[config.mk]
export PLATFORM = sky130hd
export DESIGN_NAME = lud_divider
export DESIGN_NICKNAME = d
export VERILOG_FILES = /design/src/hw/rtl/lud_pkg.sv /design/src/hw/rtl/lud_divider.sv
export SDC_FILE = /design/constraint.sdc
export NUM_CORES = 1
export LEC_CHECK = 0
export ABC_AREA = 1
export BUFFER_PORTS_ARGS = -buffer_cell sky130_fd_sc_hd__buf_2
export CAP_MARGIN = 10
export CORE_MARGIN = 3
export CORE_UTILIZATION = 40
export CTS_CLUSTER_DIAMETER = 120
export DETAILED_ROUTE_END_ITERATION = 12
export MAX_ROUTING_LAYER = met4
export PLACE_DENSITY = 0.55
export SLEW_MARGIN = 30
export SYNTH_ARGS = -nofsm -noshare
export SYNTH_HDL_FRONTEND = slang
export SYNTH_SLANG_ARGS = --single-unit
[constraint.sdc]
create_clock -name clk -period 3.2 [get_ports clk]
set_input_delay 0.64 -clock clk [delete_from_list [all_inputs] [get_ports clk]]
set_output_delay 0.64 -clock clk [all_outputs]
set_load 0.1 [all_outputs]
[src/hw/rtl/lud_pkg.sv]
// lud_pkg: shared types and constants for the lu decomposition unit
// depends on nothing
package lud_pkg;
    typedef enum logic [3:0] {
        ST_LOAD,
        ST_PIV_RD,
        ST_PIV_WT,
        ST_L_RD,
        ST_L_WT,
        ST_DIV,
        ST_L_WR,
        ST_J_RD,
        ST_J_WT,
        ST_MUL,
        ST_SUB,
        ST_OUT_RD,
        ST_OUT_WT
    } lud_state_t;

    localparam int unsigned DataW = 32;
    localparam int unsigned FracW = 16;

    function automatic logic signed [31:0] sat32(input logic signed [63:0] v);
        logic signed [31:0] r;
        if (v > 64'sh7FFF_FFFF)
            r = 32'sh7FFF_FFFF;
        else if (v < -64'sh8000_0000)
            r = 32'sh8000_0000;
        else
            r = v[31:0];
        return r;
    endfunction
endpackage

[src/hw/rtl/lud_divider.sv]
// lud_divider: restoring divider, one quotient bit per cycle, truncating toward zero
// depends on lud_pkg
module lud_divider (
    input  logic               clk,
    input  logic               rst_n,
    input  logic               start,
    input  logic signed [31:0] numer,
    input  logic signed [31:0] denom,
    output logic               done,
    output logic signed [31:0] quot
);
    import lud_pkg::*;

    logic [47:0] rem_reg, rem_next;
    logic [47:0] q_reg, q_next;
    logic [31:0] d_reg, d_next;
    logic        neg_reg, neg_next;
    logic [5:0]  cnt_reg, cnt_next;
    logic        busy_reg, busy_next;
    logic        done_reg, done_next;
    logic [48:0] trial;
    logic signed [63:0] sq;

    always_comb
    begin
        rem_next  = rem_reg;
        q_next    = q_reg;
        d_next    = d_reg;
        neg_next  = neg_reg;
        cnt_next  = cnt_reg;
        busy_next = busy_reg;
        done_next = 1'b0;
        trial     = '0;
        if (start)
        begin
            q_next    = {(numer[31] ? 32'(-numer) : 32'(numer)), 16'd0};
            d_next    = denom[31] ? 32'(-denom) : 32'(denom);
            neg_next  = numer[31] ^ denom[31];
            rem_next  = '0;
            cnt_next  = 6'd48;
            busy_next = 1'b1;
        end
        else if (busy_reg)
        begin
            trial = {rem_reg, q_reg[47]} - {17'd0, d_reg};
            if (!trial[48])
            begin
                rem_next = trial[47:0];
                q_next   = {q_reg[46:0], 1'b1};
            end
            else
            begin
                rem_next = {rem_reg[46:0], q_reg[47]};
                q_next   = {q_reg[46:0], 1'b0};
            end
            cnt_next = cnt_reg - 6'd1;
            if (cnt_reg == 6'd1)
            begin
                busy_next = 1'b0;
                done_next = 1'b1;
            end
        end
    end

    always_ff @(posedge clk or negedge rst_n)
    begin
        if (!rst_n)
        begin
            busy_reg <= 1'b0;
            done_reg <= 1'b0;
            cnt_reg  <= '0;
        end
        else
        begin
            busy_reg <= busy_next;
            done_reg <= done_next;
            cnt_reg  <= cnt_next;
        end
    end

    always_ff @(posedge clk)
    begin
        rem_reg <= rem_next;
        q_reg   <= q_next;
        d_reg   <= d_next;
        neg_reg <= neg_next;
    end

    assign sq   = neg_reg ? -$signed({16'd0, q_reg}) : $signed({16'd0, q_reg});
    assign quot = sat32(sq);
    assign done = done_reg;
endmodule

# == After elaboration in Yosys (flattened, before gate mapping) ==
# Index checks and enable logic that the tools add are counted.
# op_classes
reduce_logical,1
n_mux,17
addsub,5
n_eq_ne,1
n_bitwise,1
order_cmp,2
# ops
cell,n
$mux 48,3
$mux 32,3
$gt 64x32->1 const B,1
$lt 64x32->1 const B,1
$mux 64,1
$neg 32->32,2
$neg 48->64,1
$sub 49x32->49,1
$mux 31,1
$mux 6,2
$mux 1,7
$eq 6x1->1 const B,1
$sub 6x1->6 const B,1
$reduce_bool 2->1,1
$xor 1x1->1,1
# totals
out_inout_bits,33
elab_cells,36
reg_bits,137

# == Depth between registers and ports, before layout ==
# logic_depth
depth_word,5
ltp_mapped,20
depth_no_buf,20

# == Worst setup path before layout ==
# No wires, ideal clock.
# synth_timing
path_kind,register -> output
from,register q_reg[4]
to,output quot[1]
arrival_ns,2.648
slack_ns,-0.088
path_stages_with_launch,18
n_path_buf,1
path_cell_list,dfxtp_1 -> nor2_1 -> nand2_1 -> nor2_8 -> nand2_4 -> nor2_8 -> nand3b_1 -> nand2_2 -> inv_2 -> nand3_1 -> nor2_1 -> nand2_1 -> nor2_1 -> nand2_1 -> nand2_2 -> buf_4 -> nand2_1 -> nand2_1
# synth_between
elab_chain_len,5
word_cells_on_any_way,6
cone_classes,1 x add/sub; 2 x order compare; 3 x mux
# synth_rtl
element,line,rtl
start: declaration,lud_divider.sv:15,"logic [47:0] q_reg, q_next;"
start signal: assignment,lud_divider.sv:84,q_reg <= q_next;
$neg 48->64,lud_divider.sv:89,"assign sq = neg_reg ? -$signed({16'd0, q_reg}) : $signed({16'd0, q_reg});"
$mux 64 *,lud_divider.sv:89,
$lt 64x32->1,lud_pkg.sv:27,else if (v < -64'sh8000_0000)
$mux 32,lud_pkg.sv:27,
$mux 32 *,lud_pkg.sv:25,if (v > 64'sh7FFF_FFFF)
end: declaration,lud_divider.sv:10,output logic signed [31:0] quot
# Mark *: on every way between the ends. The rest lies on a longest branch, timed or not.

# == Worst setup path in the final report ==
# layout_timing
from,register q_reg[21]
to,output quot[30]
# Same word-level chain as after synthesis.

==> summary.md <==
| Metric | Value |
|---|---|
| Top area cells in the synthesized netlist | nand2_1 (20%), edfxtp_1 (17%), dfxtp_1 (11%) |
| Syn-to-layout area delta | 27.5% |
| Commonest non-fill, non-tap cell in the layout | nand2_1 |
| Final setup skew | 0.00870 ns |
| Failing checks | setup timing |
| Syn_nets | 1970 |
| Maximum clock insertion buffer count | 2 |
| Combinational family with the most area after synthesis | simple AND/OR/NAND/NOR gates |
| Global-route wire length before repair | between 50000 and 60000 um |
| Initial DRC Count | 984 |
| CP required | 2.56 ns |
| Ys async rst share | under 10% |
| Via count | between 10k and 15k |
| Crit path kind | reg -> out |
| Largest net degree at the start of global routing | 56 |
| ANT cells | 0 |
| Vias in the first global route | approximately 12k |
| Layout fillers | between 2k and 3k |
| Hpwl dp | between 20000 and 30000 um |
| Commonest cells after routing, fill and taps aside | nand2_1 (537), inv_1 (216), nor2_1 (191), nand3_1 (96), a21oi_1 (81) |
| Die height | 177 um |
| Worst Hold Class | in -> async |
| Total Routed Length | roughly 38000 um |
| Fraction of the mapped netlist area in compound gates | a little under an eighth |
| Routed Antenna Nets | 0 |
| CTS tree | built |
| Setup Viol. Count Final | 31 |
| Ys Warns | 0 |
| # IOs | 100 |
| DIE AREA | 31500 sq um |
| Crit-path max FO | 10 |
| Synth cell types | 51 |
| Cells after Synth | around 1.9k |
| Worst-skew pair later-pin latency | around 0.43 ns |
| DR vias/cell | 5.08 |
| RSZ-0062 raised after global routing | yes |
| Clk slew on worst S/H paths | roughly 0.060 ns |
| Fin. max-slew vios | 0 |
| Synthesized flop and latch total | approximately 140 |
| Sink Count | between 100 and 150 |
| CP Launch Type | flop |
| Run status | finished with violations |
| Post-Synth Simple-Gate Area | 38.6% |
| DRT Pass-1 Iters | 5 |
| WL/cell | 15.4 um |
| Final WS setup | -0.393 ns |
| GPL Wtd Cong | roughly 0.96 |
| Peak VDD IR | between 0.4 and 0.5 mV |
| Hold Fails Final Rpt | 0 |
| Lkg Pwr | approximately 7 nW |
| Post-place setup slack | -0.0330 ns |
| Crit. End Element | primary output |
| Xor-xnor portion of the synthesized cell area | 6.70% |
| Fmax | 0.278 GHz |
| Sequential area share after synthesis | about 29% |
| Post-synth EDFFs | 65 |
| Mapped Area | 11800 sq um |
| Tot GR Track Use | between 20 and 25% |
| Post-synth top area cell | nand2_1 |
| GRT overflow | 0 |
| Worst Tran Pin Value | between 0.6 and 0.7 ns |
| Cts hold-fix bufs | 0 |
| Starting Density | between 40% and 50% |
| Share of layout cells above drive strength 1 | between 20% and 30% |
| Synth Area per Inst | 6.31 sq um |
| Arrival time worst endpoint | 2.95 ns |
| Row cnt | between 60 and 70 |
| Slew headroom | 53.9% |
| Root buffer cell | clkbuf_16 |
| Initial antenna violation count | 0 |
| CORE AREA | 28900 sq um |
| Synth Area in Adders | under 10% |
| Tcrit/Tclk final | 112% |
| P per Cell Area | 712 nW/um^2 |
| Synth top area share | 19.5% |
| CTS Buf Count | 17 |
| DIE WIDTH | 177 um |
| Fin crit period | between 3 and 4 ns |
| Post-synthesis mux area share | 0% |
| Nets | ~2.1k |
| Setup_tns | -10.74 ns |
| # port buffers | about 100 |
| H-tree Lvls | 4 |
| Main synth FF type | edfxtp_1 |
| DR DRC count | 0 |
| MaxCap Viol Count | 0 |
path summary, 6_finish.rpt:
path                          endpoint  slack [ns]   startpoint  cells past startpoint
setup / recovery              quot[30]       -0.39    q_reg[21]                     18
min in group clk              d_reg[0]        0.45     denom[0]                      1
hold reg to reg            rem_reg[27]        0.47  rem_reg[27]                      2
max in group asynchronous   cnt_reg[0]        2.99        rst_n                      1
hold / removal              cnt_reg[3]        0.04        rst_n                      1
setup reg to reg            rem_reg[8]        0.24    q_reg[47]                     17
cells by family (layout without fill, tap and decap cells):
family                     after synthesis  after routing
and+or+nand+nor                       1068           1068
DFF                                    137            137
AOI/OAI and AO/OA                      253            253
buffers and inverters                  279            459
adders and majority gates               38             38
xor gates and xnor gates                90             90
through the flow:
step	instances	area, sq um	hold WS [ns]	power (mW)	utilization, %
4_1_cts	2411	14500	0.0193	10.5	50.2
3_3_place_gp	2360	13100	0.464	7.99	45.5
2_1_floorplan	1865	11800	0.344	6.62	-
5_1_grt	2429	15000	0.0389	11.5	52.0
6_report	2429	15000	0.0384	10.7	52.0
3_5_place_dp	2360	13100	0.466	8.00	45.5
metal layers:
metal	vias to the layer above	track usage [%]	wire, um
li1	6323	-	-
met1	5672	38.2	20000
met2	315	32.9	15100
met3	28	3.66	2170
met4	0	4.35	289
met5	-	-	0
area by class of cell:
class	count	area, sq um	share of cell area [%]
multi-input cells	1449	7750	51.7
flip-flops and latches	137	3430	22.9
repair buffers	196	1850	12.3
inverters	231	870	5.80
well taps	384	480	3.20
clock buffers	17	425	2.84
clock inverters	15	186	1.24
critical path, cell delays in order, from the launching register on:
cell and delay [ns]:
edfxtp_1 0.50, nor2_4 0.18, nand2_2 0.09, buf_6 0.13
nor2_4 0.12, nand2_2 0.06, nand2_2 0.07, nand2_1 0.06
nand2_1 0.08, nand2_2 0.08, nor2_1 0.10, nand2_1 0.08
nor2_2 0.14, nand3b_4 0.10, o21ai_4 0.15, buf_6 0.16
buf_12 0.15, nand2_2 0.08, buf_8 0.17
synthesized netlist by cell type, types with 2 or more instances:
cell and n:
buf_2 10, o21a_1 3, o21bai_1 2, a31oi_1 2, ha_1 37, xor2_1 56
nand2_1 612, clkinv_1 3, nor3_1 28, nand3b_1 8, nor2_1 237, nand2_2 14
buf_4 9, nor4_1 5, buf_6 4, o21ai_2 2, a21oi_2 2, nor2_2 10
o31ai_1 6, nor2_8 3, edfxtp_1 65, nor3_2 5, nand3_1 103, nor3b_1 2
dfrtp_1 8, a21oi_1 82, and2_1 2, or2_2 4, xnor2_1 34, nor2_4 4
a21o_1 5, buf_1 3, inv_2 7, nand3_2 4, dfxtp_1 64, o21ai_1 29
clkbuf_1 21, inv_1 221, nand3_4 2, o21ai_0 81, nand4_1 21, nand2_4 2
o22ai_1 35
power by group:
part	internal [mW]	switching [mW]
sequential	2.20	0.321
combinational	2.19	3.86
clock	1.24	0.868
timing repair:
action | 4_1_cts | 5_1_grt
buffers inserted | 17 | 15
hold endpoints to repair | 0 | 0
cloned | 2 | 4
setup endpoints to repair | 31 | 31
gates resized for setup | 164 | 99
pin swaps | 16 | 38
Power figures use the tool's default switching activity.
